`config.mk`:
```
export PLATFORM = sky130hd
export DESIGN_NAME = gha_ctrl
export DESIGN_NICKNAME = d
export VERILOG_FILES = /design/src/hdl/gha_pkg.sv /design/src/hdl/gha_ctrl.sv
export SDC_FILE = /design/constraint.sdc
export NUM_CORES = 1
export LEC_CHECK = 0
export ABC_AREA = 1
export BUFFER_PORTS_ARGS = -buffer_cell sky130_fd_sc_hd__buf_2
export CAP_MARGIN = 40
export CORE_AREA = 2 2 39 41
export DETAILED_ROUTE_END_ITERATION = 16
export DIE_AREA = 0 0 41 43
export PLACE_DENSITY_LB_ADDON = 0.08
export RECOVER_POWER = 50
export SETUP_SLACK_MARGIN = 0.15
export SYNTH_ARGS = -nofsm -noshare
export SYNTH_HDL_FRONTEND = slang
export SYNTH_SLANG_ARGS = --single-unit
```
`constraint.sdc`:
```
create_clock -name clk -period 2.95 [get_ports clk]
set_input_delay 0.295 -clock clk [delete_from_list [all_inputs] [get_ports clk]]
set_output_delay 0.295 -clock clk [all_outputs]
set_load 0.03 [all_outputs]
```
`src/hdl/gha_pkg.sv`:
```
// Shared types and constants for the generational handle allocator.
// No dependencies; every other file of the block refers to it by scoped names.
package gha_pkg;

  localparam int SLOTS_DEF  = 1024;
  localparam int ROUNDS_DEF = 256;

  localparam int OP_W     = 2;
  localparam int TYPE_W   = 8;
  localparam int INDEX_W  = 20;
  localparam int HANDLE_W = 32;
  localparam int REQ_W    = 19;
  localparam int ID_W     = 18;
  localparam int STAT_W   = 2;
  localparam int USE_W    = 11;
  localparam int CFG_W    = 8;

  localparam logic [OP_W-1:0] OP_ALLOC   = 2'd0;
  localparam logic [OP_W-1:0] OP_RELEASE = 2'd1;
  localparam logic [OP_W-1:0] OP_LOOKUP  = 2'd2;

  localparam logic [STAT_W-1:0] ST_OK       = 2'd0;
  localparam logic [STAT_W-1:0] ST_NO_SLOT  = 2'd1;
  localparam logic [STAT_W-1:0] ST_BAD_ID   = 2'd2;
  localparam logic [STAT_W-1:0] ST_NOT_FND  = 2'd3;

  // One row of the slot table.
  typedef struct packed {
    logic                valid;
    logic [ID_W-1:0]     id;
    logic [TYPE_W-1:0]   otype;
    logic [INDEX_W-1:0]  oindex;
    logic [HANDLE_W-1:0] handle;
  } slot_row_t;

  // Commands from the controller to the datapath.
  typedef struct packed {
    logic capture;
    logic read;
    logic clear;
    logic commit;
  } cmd_t;

  // Status from the datapath to the controller.
  typedef struct packed {
    logic clear_last;
  } sts_t;

endpackage

```
`src/hdl/gha_ctrl.sv`:
```
// Controller of the handle allocator: clearing pass, request sequencing, response valid.
// Depends on gha_pkg for the command and status structs.
module gha_ctrl #(
  parameter int SLOTS = gha_pkg::SLOTS_DEF
) (
  input  logic          clk,
  input  logic          rst,
  input  logic          in_valid,
  output logic          in_ready,
  output logic          out_valid,
  input  logic          out_ready,
  input  gha_pkg::sts_t sts,
  output gha_pkg::cmd_t cmd
);

  // With a power of two slot count the slot is a mask and the quotient step is skipped.
  localparam bit DIRECT = (SLOTS & (SLOTS - 1)) == 0;

  typedef enum logic [1:0] {CLEAR, IDLE, QUOT, EXEC} state_t;

  state_t state;
  logic   accept;

  assign in_ready = (state == IDLE);
  assign accept   = in_valid && in_ready;

  always_comb begin
    cmd.capture = accept;
    cmd.read    = (accept && DIRECT) || (state == QUOT);
    cmd.clear   = (state == CLEAR);
    cmd.commit  = (state == EXEC) && (!out_valid || out_ready);
  end

  always_ff @(posedge clk) begin
    if (rst) begin
      state     <= CLEAR;
      out_valid <= 1'b0;
    end else begin
      if (cmd.commit) begin
        out_valid <= 1'b1;
      end else if (out_ready) begin
        out_valid <= 1'b0;
      end
      case (state)
        CLEAR: begin
          if (sts.clear_last) state <= IDLE;
        end
        IDLE: begin
          if (accept) state <= DIRECT ? EXEC : QUOT;
        end
        QUOT: begin
          state <= EXEC;
        end
        EXEC: begin
          if (cmd.commit) state <= IDLE;
        end
        default: begin
          state <= CLEAR;
        end
      endcase
    end
  end

endmodule

```
==> results of run 1 <==
==> worst paths after layout <==
path	startpoint	end
setup / recovery	state[1]$_SDFFE_PP0P_	cmd[2]
hold / removal	rst	state[0]$_SDFFE_PP0P_
setup reg to reg	state[0]$_SDFFE_PP0P_	state[1]$_SDFFE_PP0P_
hold reg to reg	out_valid$_SDFFE_PP0P_	out_valid$_SDFFE_PP0P_
==> per-stage QoR <==
stage | utilization (%) | hold slack, ns | cells | power (mW)
2_1_floorplan | - | 0.364 | 34 | 0.120
3_3_place_gp | 21.8 | 0.486 | 59 | 0.138
3_5_place_dp | 21.8 | 0.491 | 59 | 0.138
4_1_cts | 23.7 | 0.239 | 63 | 0.214
5_1_grt | 23.2 | 0.239 | 63 | 0.228
6_report | 23.2 | 0.248 | 63 | 0.206
==> sequential cells by signal (all words and copies together), names as in the netlist <==
register,flops
state,2
out_valid,1
==> synthesized netlist by cell type <==
cell type	instances
nand2_2	3
inv_2	1
nand3_2	1
nor2_1	4
clkinv_1	1
nand2_1	3
ha_1	4
or2_2	1
buf_4	1
nor2_2	1
inv_1	8
a21oi_1	2
nand4_1	1
dfxtp_1	3
==> placed cells by master (no fill, tap or decap), drive strengths merged <==
cell type	n
nor2	5
buf	9
nand2	6
clkinv	1
nand4	1
dfxtp	3
ha	4
clkbuf	5
nand3	1
or2	1
a21oi	2
inv	9
==> critical path, cell delays in order (launching register included) <==
cell	delay (ns)
dfxtp_1	0.37
inv_1	0.08
ha_1	0.21
nand2_1	0.06
inv_1	0.04
or2_2	0.25
buf_2	0.18
==> layout make-up <==
type	instances	area share, %
clock buffer	4	8.17
inverter	10	11.7
timing repair buffer	10	15.2
tap	16	6.23
multi-input combinational	20	40.1
sequential	3	18.7
==> routing by layer <==
metal / wire length, um / vias up / part of all wire, % / track usage [%]
li1: - / 123 / - / -
met1: 182 / 100 / 40 / 7.99
met2: 220 / 6 / 48 / 8.44
met3: 45 / 2 / 9.9 / 3.14
met4: 8 / 0 / 1.8 / 10.0
met5: 0 / - / 0 / 0
==> where the power goes <==
group	total, mW	internal, mW	switching (mW)
clock network	0.0723	0.0507	0.0216
registers	0.0530	0.0469	0.00614
logic	0.0806	0.0270	0.0536
total	0.206	0.125	0.0813
==> cell families after synthesis <==
family                   count (synthesis)  share of synthesized area (%)
buffers and inverters                   11                           18.8
AO/OA/AOI/OAI                            2                           4.19
AND/OR/NAND/NOR                         14                           30.9
adder cells (fa/ha/maj)                  4                           20.9
flip-flops                               3                           25.1
==> impl_results.md, run 1 <==
* Initial antenna violation count at 0
* Skew final at approximately 0.0030 ns
* Vias in the first global route at between 200 and 250
* Element type at the critical path start: flop
* Largest net degree at the start of global routing at 5
* F_max at roughly 600 MHz
* Vias at ~230
* # Post-CTS Setup Buffers at 0
* Fillers at between 150 and 200
* Status: finished clean
* Cells after Synth at 34
* Setup WS post-layout at roughly 1.2 ns
* Tightest Pin Transition at about 0.36 ns
* Clk slew on worst S/H paths at approximately 0.040 ns
* Share of cells above drive strength 1 at roughly 36%
* PwrDens at 640 mW/mm^2
* Tcrit/Tclk final at 57.8%
* Crit-path max FO at 4
* Area taken by multi-input logic gates at about 130 um^2
* Chip height at 43 um
* Hold Buf Count CTS at 0
* Clock Tree Buf Depth at 2
* Area growth from synthesis to layout at 34.6%
* Diode count at 0
* Endpoint type of the worst setup path: output port
* Worst EP required at around 2.7 ns
* Tmin final at roughly 1.7 ns
* Hold Path Stages at 2
* Area post-placement at 302 um^2
* # IOs at 11
* GR Overflow Total at 0
* Initial drt markers at 2
* Vias/cell at between 3 and 4
* Starting density of the core at about 17%
* Worst path arrival time at about 1.4 ns
* Synthesis-stage register bit count at 3
* H-tree lvl count at 1
* Register-to-register setup slack at 1.79 ns
* DRC viols at 0
* Die width at approximately 40 um
* Max cap viols at 0
* Worst min-delay path category: input port to flop
* Std-Cell Rows at 14
* Syn Area/Cell at between 7 and 8 um^2
* Final Cell Area at between 300 and 400 um^2
* Drt wl/cell at ~7.2 um
* RSZ-0062 raised after global routing: no
* Final #Nets at 57
* Crit path kind: flop to output port
* Leak at 0.192 nW
* Synth Cell Area at 239 um^2
* Final GP Congestion at about 0.63
* Number of clock sinks at 3
* Core footprint at ~0.0014 mm^2
* Max-slew violation count at 0
* Distinct cell type count after synthesis at 14
* First-pass GRT wire length at ~800 um
* DRT Pass-1 Iters at 2
* Post-place setup slack at 1.46 ns
* Warnings, synthesis at 0
* Total GRT Usage at 7.31%
* Endpoints failing setup at 0
* CTS tree: built
* Detail Placement HPWL at 375 um
* Die area at between 0.0015 and 0.002 mm^2
* PortBufs at 10
* Post-synth top area cell: dfxtp_1
* Root Buffer: clkbuf_4
* Worst reg2reg path depth at 7
* Final TNS setup at 0 ns
* Worst vdd ir at ~0.18 mV
* Clk Latency, worst-skew pair at between 0.2 and 0.25 ns
* Slew headroom at approximately three quarters
* Seq. cell area at between 60 and 70 um^2
* Final Routed Wirelength at 456 um
* Top area cells in the synthesized netlist: dfxtp_1 25%, ha_1 21%, inv_1 13%, nand2_2 7.9%, nor2_1 6.3%
* Yosys top cell area share at around a quarter
* Fin. Hold Viols at 0
* Sequential area share after synthesis at 25.1%
* Post-CTS Resized at 0
* Total CTS buffers at 3
* Antenna-violating nets left at 0
* Syn_nets at 43
Power figures use the tool's default switching activity.
==> run 2, diff against run 1 <==
Settings changed: ABC_AREA 1 to 0.
Clock period 2.95 ns to 1.7 ns, I/O delays scaled along.
==> run 2 against run 1 <==
Register-to-register slack worse by 1.4 ns. Clock-buffer cell count is the same. Worst setup slack got worse by 1.1 ns. Largest cell class unchanged. Sequential power grew 68%. Sequential share of layout area grew 0.77 points. Die area did not move. Cell area fell by 1.9%. Routed wire length decreased by 7.9%. Largest power group unchanged. Critical path depth decreased by 1.
==> impl_results.md, run 2 <==
* Register-to-register setup slack at approximately 0.44 ns
* Largest register FFs at 2
* H-tree lvl count at 1
* First-pass GRT wire length at 634 um
* Clock Tree Buf Depth at 2
* Top Registers: state x2, out_valid x1
* Status: finished clean
* Vias/cell at 3.55
* Detail Placement HPWL at between 300 and 400 um
* Min-delay src: rst
* Antenna-violating nets left at 0
* Die area at 0.00176 mm^2
* Reg-to-Reg Start: state[1]$_SDFFE_PP0P_
* Total CTS buffers at 3
* Worst reg2reg path depth at 4
* Commonest cells in the netlist: 4 x ha_1, 3 x dfxtp_1, 3 x inv_1
* # IOs at 11
* GR Overflow Total at 0
* Commonest non-fill, non-tap cells in the layout: 7 x buf_2, 4 x clkbuf_1, 3 x ha_1, 3 x clkbuf_4
* Tcrit/Tclk final at between 80% and 90%
* CTS tree: built
* DRC viols at 0
* Post-synth ARST share at 0%
* Post-place setup slack at about 0.31 ns
* Hold Path Stages at 2
* Max cap viols at 0
* Hold EP: state[0]$_SDFFE_PP0P_
* Synthesis-stage register bit count at 3
* Max-slew violation count at 0
* Clk slew on worst S/H paths at around 0.040 ns
* Number of clock sinks at 3
* Core footprint at 0.00138 mm^2
* Final Routed Wirelength at 420 um
* Endpoints failing setup at 0
* RSZ-0062 raised after global routing: no
* Diode count at 0
* Crit path kind: flop to output port
* Worst min-delay path category: input port to flop
* Initial drt markers at 2
* Final Cell Area at 315 um^2
* Die width at between 40 and 50 um
* Crit-path max FO at 3
* Synth Cell Area at ~220 um^2
* Distinct cell type count after synthesis at 14
* Area taken by multi-input logic gates at 139 um^2
* Yosys top cell area share at approximately 28%
* F_max at between 600 and 700 MHz
* Fin. Hold Viols at 0
* Seq. cell area at 61.3 um^2
* Most used flip-flop cell after synthesis: dfxtp_1
* Top area cells in the synthesized netlist: dfxtp_1 28%, ha_1 23%, nor2b_4 6.4%, nand2b_1 5.8%, inv_1 5.2%
* Share of cells above drive strength 1 at a little under half
* Worst path arrival time at ~1.3 ns
* Endpoint type of the worst setup path: output port
* Post-layout util at 22.8%
* Setup WS post-layout at approximately 0.19 ns
* PortBufs at 10
* Warnings, synthesis at 0
* Drt wl/cell at ~7.9 um
* Total GRT Usage at under 10%
* Vias in the first global route at roughly 180
* Largest reg by FF count: state
* Final GP Congestion at around 0.63
* Area post-placement at 278 um^2
* Sequential area share after synthesis at roughly 28%
* Root Buffer: clkbuf_4
* Syn Area/Cell at between 9 and 10 um^2
* Skew final at around 0.00075 ns
* PwrDens at 1130 mW/mm^2
* Vias at around 190
* DRT Pass-1 Iters at 2
* Tmin final at 1.51 ns
* Worst EP required at ~1.5 ns
* Slew headroom at between 70% and 80%
* Chip height at between 40 and 50 um
* Fillers at 172
* Worst vdd ir at about 0.37 mV
* Starting density of the core at 15.6%
* Std-Cell Rows at 14
* Area growth from synthesis to layout at 46.5%
* Leak at 0.156 nW
* Clk Latency, worst-skew pair at ~0.23 ns
* Most common cell in the netlist: ha_1
* Element type at the critical path start: flop
* Final TNS setup at 0 ns
* Post-synth top area cell: dfxtp_1
* Hold Buf Count CTS at 0
* Tightest Pin Transition at about 0.37 ns
* Fin Hold WS at 0.128 ns
* Commonest non-fill, non-tap cell in the layout: buf_2
* Post-synth EDFFs at 0
* Initial antenna violation count at 0
* Final #Nets at 47
* Reg-to-reg endpoint: state[1]$_SDFFE_PP0P_
* Syn_nets at 32
* Cells after Synth at 23
* Largest net degree at the start of global routing at 5
[run 2: cell types whose count changed after synthesis, sizes merged, moves of 2 or more]
cell,previous run,this run
nand2b,0,2
nor2,5,2
nand2,6,0
nor2b,0,2
inv,9,3
[run 2: what timing repair did]
action / CTS / global route
endpoints found under the setup margin: 1 / 1
resized for setup: 3 / 3
setup buffers: 1 / 0
[run 2: critical path, cell delays in order, from the launching register on]
cell     delay [ns]
dfxtp_1        0.34
inv_2          0.05
ha_2           0.17
and2_1         0.14
or2_2          0.28
buf_6          0.14
[run 2: cells by family after synthesis]
group / after synthesis / share of synthesized area [%]
AND/OR/NAND/NOR: 9 / 28.5
adder cells (fa/ha/maj): 4 / 23.3
multiplexers: 1 / 4.65
flip-flops: 3 / 27.9
buffers and inverters: 4 / 8.72
AO/OA/AOI/OAI: 2 / 6.97
[run 2: layout make-up]
class | count | area share [%]
Inverter | 3 | 3.57
Multi-Input combinational cell | 16 | 44.0
Tap cell | 16 | 6.35
Timing Repair Buffer | 11 | 18.3
Clock buffer | 4 | 8.33
Sequential cell | 3 | 19.4
[run 2: worst max-delay path by stage]
stage                          start  endpoint  slack, ns  cells after the start
2_1_floorplan  state[1]$_SDFFE_PP0P_    cmd[2]       0.28                      4
3_3_place_gp   state[1]$_SDFFE_PP0P_    cmd[2]       0.31                      5
3_5_place_dp   state[1]$_SDFFE_PP0P_    cmd[2]       0.31                      5
4_1_cts        state[1]$_SDFFE_PP0P_    cmd[2]       0.16                      5
5_1_grt        state[1]$_SDFFE_PP0P_    cmd[2]       0.13                      5
6_report       state[1]$_SDFFE_PP0P_    cmd[2]       0.19                      5
[run 2: metal layers]
layer  track usage [%]  up-vias  wire [um]
met5                 0        -          0
met4              6.00        0          0
met3              6.28        0         42
met2              8.44        8        200
met1              4.78       80        177
li1                  -      100          -
[run 2: where the power goes]
group / internal (mW) / switching, mW / total (mW)
Clock: 0.0879 / 0.0357 / 0.124
Combinational: 0.0563 / 0.0887 / 0.145
Sequential: 0.0818 / 0.00713 / 0.0890
Total: 0.226 / 0.132 / 0.358
[run 2: stage by stage]
step / std cells / power, mW
floorplan: 23 / 0.196
global placement: 48 / 0.227
detailed placement: 48 / 0.224
CTS: 53 / 0.372
global route: 53 / 0.392
finish: 53 / 0.358
==> run 3, diff against run 2 <==
Settings changed: CELL_PAD_IN_SITES_DETAIL_PLACEMENT set to 0, CELL_PAD_IN_SITES_GLOBAL_PLACEMENT set to 1, PLACE_DENSITY set to 0.55, PLACE_DENSITY_LB_ADDON 0.08 to not set, SKIP_CTS_REPAIR_TIMING set to 1.
==> run 3 against run 2 <==
Global-route usage up 0.42 points. Total power up 6.3%. Register-to-register slack got worse by 0.08 ns. Die area unchanged. Via count rose by 2.1%. Sequential share of layout area fell by 1.0 points. Sequential power rose by 4.9%. Cell area grew 5.6%. First-iteration DRC count increased by 50%. Critical path depth fell by 1. Worst hold slack better by 0.0056 ns.
==> impl_results.md, run 3 (synthesized netlist as in run 2, its figures left out) <==
* Worst path arrival time at between 1 and 1.5 ns
* Total GRT Usage at under 10%
* Dpl cells at 48
* Area growth from synthesis to layout at 54.7%
* Number of clock sinks at 3
* Clk Latency, worst-skew pair at 0.24 ns
* Crit path kind: flop to output port
* Final GP Congestion at around 0.63
* Final non-filler cell total at between 50 and 60
* Endpoint type of the worst setup path: output port
* Element type at the critical path start: flop
* Status: finished clean
* Largest register FFs at 2
* DRT Pass-1 Iters at 2
* Sequential fraction of design power at 24.6%
* Tcrit/Tclk final at between 80 and 90%
* Max-slew violation count at 0
* Skew final at ~0.0065 ns
* Worst EP required at between 1.5 and 2 ns
* Slew headroom at about three quarters
* Commonest non-fill, non-tap cell in the layout: buf_2
* WP buf/inv at 2
* Final #Nets at 47
* Internal at 0.237 mW
* Hold Path Stages at 2
* Crit path depth at 4
* Combinational power share at a little over two fifths
* Critical Path Start: state[0]$_SDFFE_PP0P_
* Starting density of the core at 15.6%
* Largest reg by FF count: state
* Setup WS post-layout at 0.207 ns
* PwrDens at approximately 1100 mW/mm^2
* Clock Tree Buf Depth at 2
* Die width at just over 40 um
* Initial drt markers at 3
* Core footprint at ~0.0014 mm^2
* RSZ-0062 raised after global routing: no
* Chip height at ~43 um
* Diode count at 0
* Vias in the first global route at 172
* CTS tree: built
* Die area at 0.00176 mm^2
* Final Cell Area at approximately 330 um^2
* Std-Cell Rows at 14
* # IOs at 11
* Largest net degree at the start of global routing at 5
* Fillers at 160
* Fin. Hold Viols at 0
* DRC viols at 0
* Vias at ~190
* Switching share of power at 37.6%
* Drt wl/cell at between 9 and 10 um
* Worst min-delay path category: input port to flop
* Post-place setup slack at approximately 0.31 ns
* Worst setup path endpoint: cmd[2]
* Initial antenna violation count at 0
* Total CTS buffers at 3
* Antenna-violating nets left at 0
* Fraction of power consumed by the clock network at between 30% and 40%
* Max cap viols at 0
* GR Overflow Total at 0
* CP max stage cell: dfxtp_1
* First-pass GRT wire length at approximately 700 um
* Crit-path cells: inv_1 -> ha_1 -> or2_4 -> buf_6
* F_max at between 600 and 700 MHz
* Register-to-register setup slack at 0.36 ns
* Largest delay share family, worst path: flip-flops
* Top Registers: state x2, out_valid x1
* Reg-to-Reg Start: state[0]$_SDFFE_PP0P_
* Reg-to-reg endpoint: state[1]$_SDFFE_PP0P_
* Leak at 0.160 nW
* H-tree lvl count at 1
* Share of cells above drive strength 1 at roughly half
* Critical path's largest stage delay at approximately 0.40 ns
* Worst vdd ir at 0.482 mV
* Final Routed Wirelength at 499 um
* Tightest Pin Transition at about 0.37 ns
* Vias/cell at 3.62
* Clk slew on worst S/H paths at approximately 0.04 ns
* Endpoints failing setup at 0
* Sw Pwr at ~0.14 mW
* Area post-placement at 278 um^2
* PortBufs at 10
* Worst reg2reg path depth at 4
* Commonest non-fill, non-tap cells in the layout: 6 x buf_2, 4 x clkbuf_1, 3 x ha_1, 3 x clkbuf_4
* Root Buffer: clkbuf_4
* Final TNS setup at 0 ns
* Tmin final at 1.49 ns
* Crit-path max FO at 3
run 3: per-layer routing:
layer / routed length [um] / global-route usage, % / vias up
met4: 0 / 4.00 / 0
met5: 0 / 0 / -
li1: - / - / 99
met1: 220 / 8.36 / 79
met2: 196 / 7.19 / 14
met3: 81 / 6.28 / 0
run 3: how the worst min path moves through the flow:
stage | startpoint | endpoint | slack (ns)
global route | rst | state[0]$_SDFFE_PP0P_ | 0.14
floorplan | rst | state[0]$_SDFFE_PP0P_ | 0.24
finish | rst | state[0]$_SDFFE_PP0P_ | 0.13
CTS | rst | state[0]$_SDFFE_PP0P_ | 0.13
global placement | rst | state[0]$_SDFFE_PP0P_ | 0.37
detailed placement | rst | state[0]$_SDFFE_PP0P_ | 0.38
run 3: per-stage QoR:
stage / utilization (%) / power [mW] / hold WS (ns)
after CTS: 22.0 / 0.358 / 0.125
after global placement: 20.1 / 0.227 / 0.368
after floorplan: - / 0.196 / 0.239
after detailed placement: 20.1 / 0.227 / 0.377
after global routing: 24.1 / 0.408 / 0.143
final: 24.1 / 0.380 / 0.134
run 3: cell type report:
cell class	count	area, um^2	area share, %
clock buffer	4	26.3	7.89
multi-input combinational	16	154	46.2
sequential	3	61.3	18.4
tap	16	20.0	6.02
timing repair buffer	11	60.1	18.0
inverter	3	11.3	3.38
run 3: power groups by stage:
stage | logic [mW] | clock network, mW | registers (mW)
2_1_floorplan | 0.103 | 0 | 0.0927
3_3_place_gp | 0.135 | 0 | 0.0916
3_5_place_dp | 0.135 | 0 | 0.0914
4_1_cts | 0.136 | 0.132 | 0.0903
5_1_grt | 0.175 | 0.137 | 0.0958
6_report | 0.158 | 0.128 | 0.0934
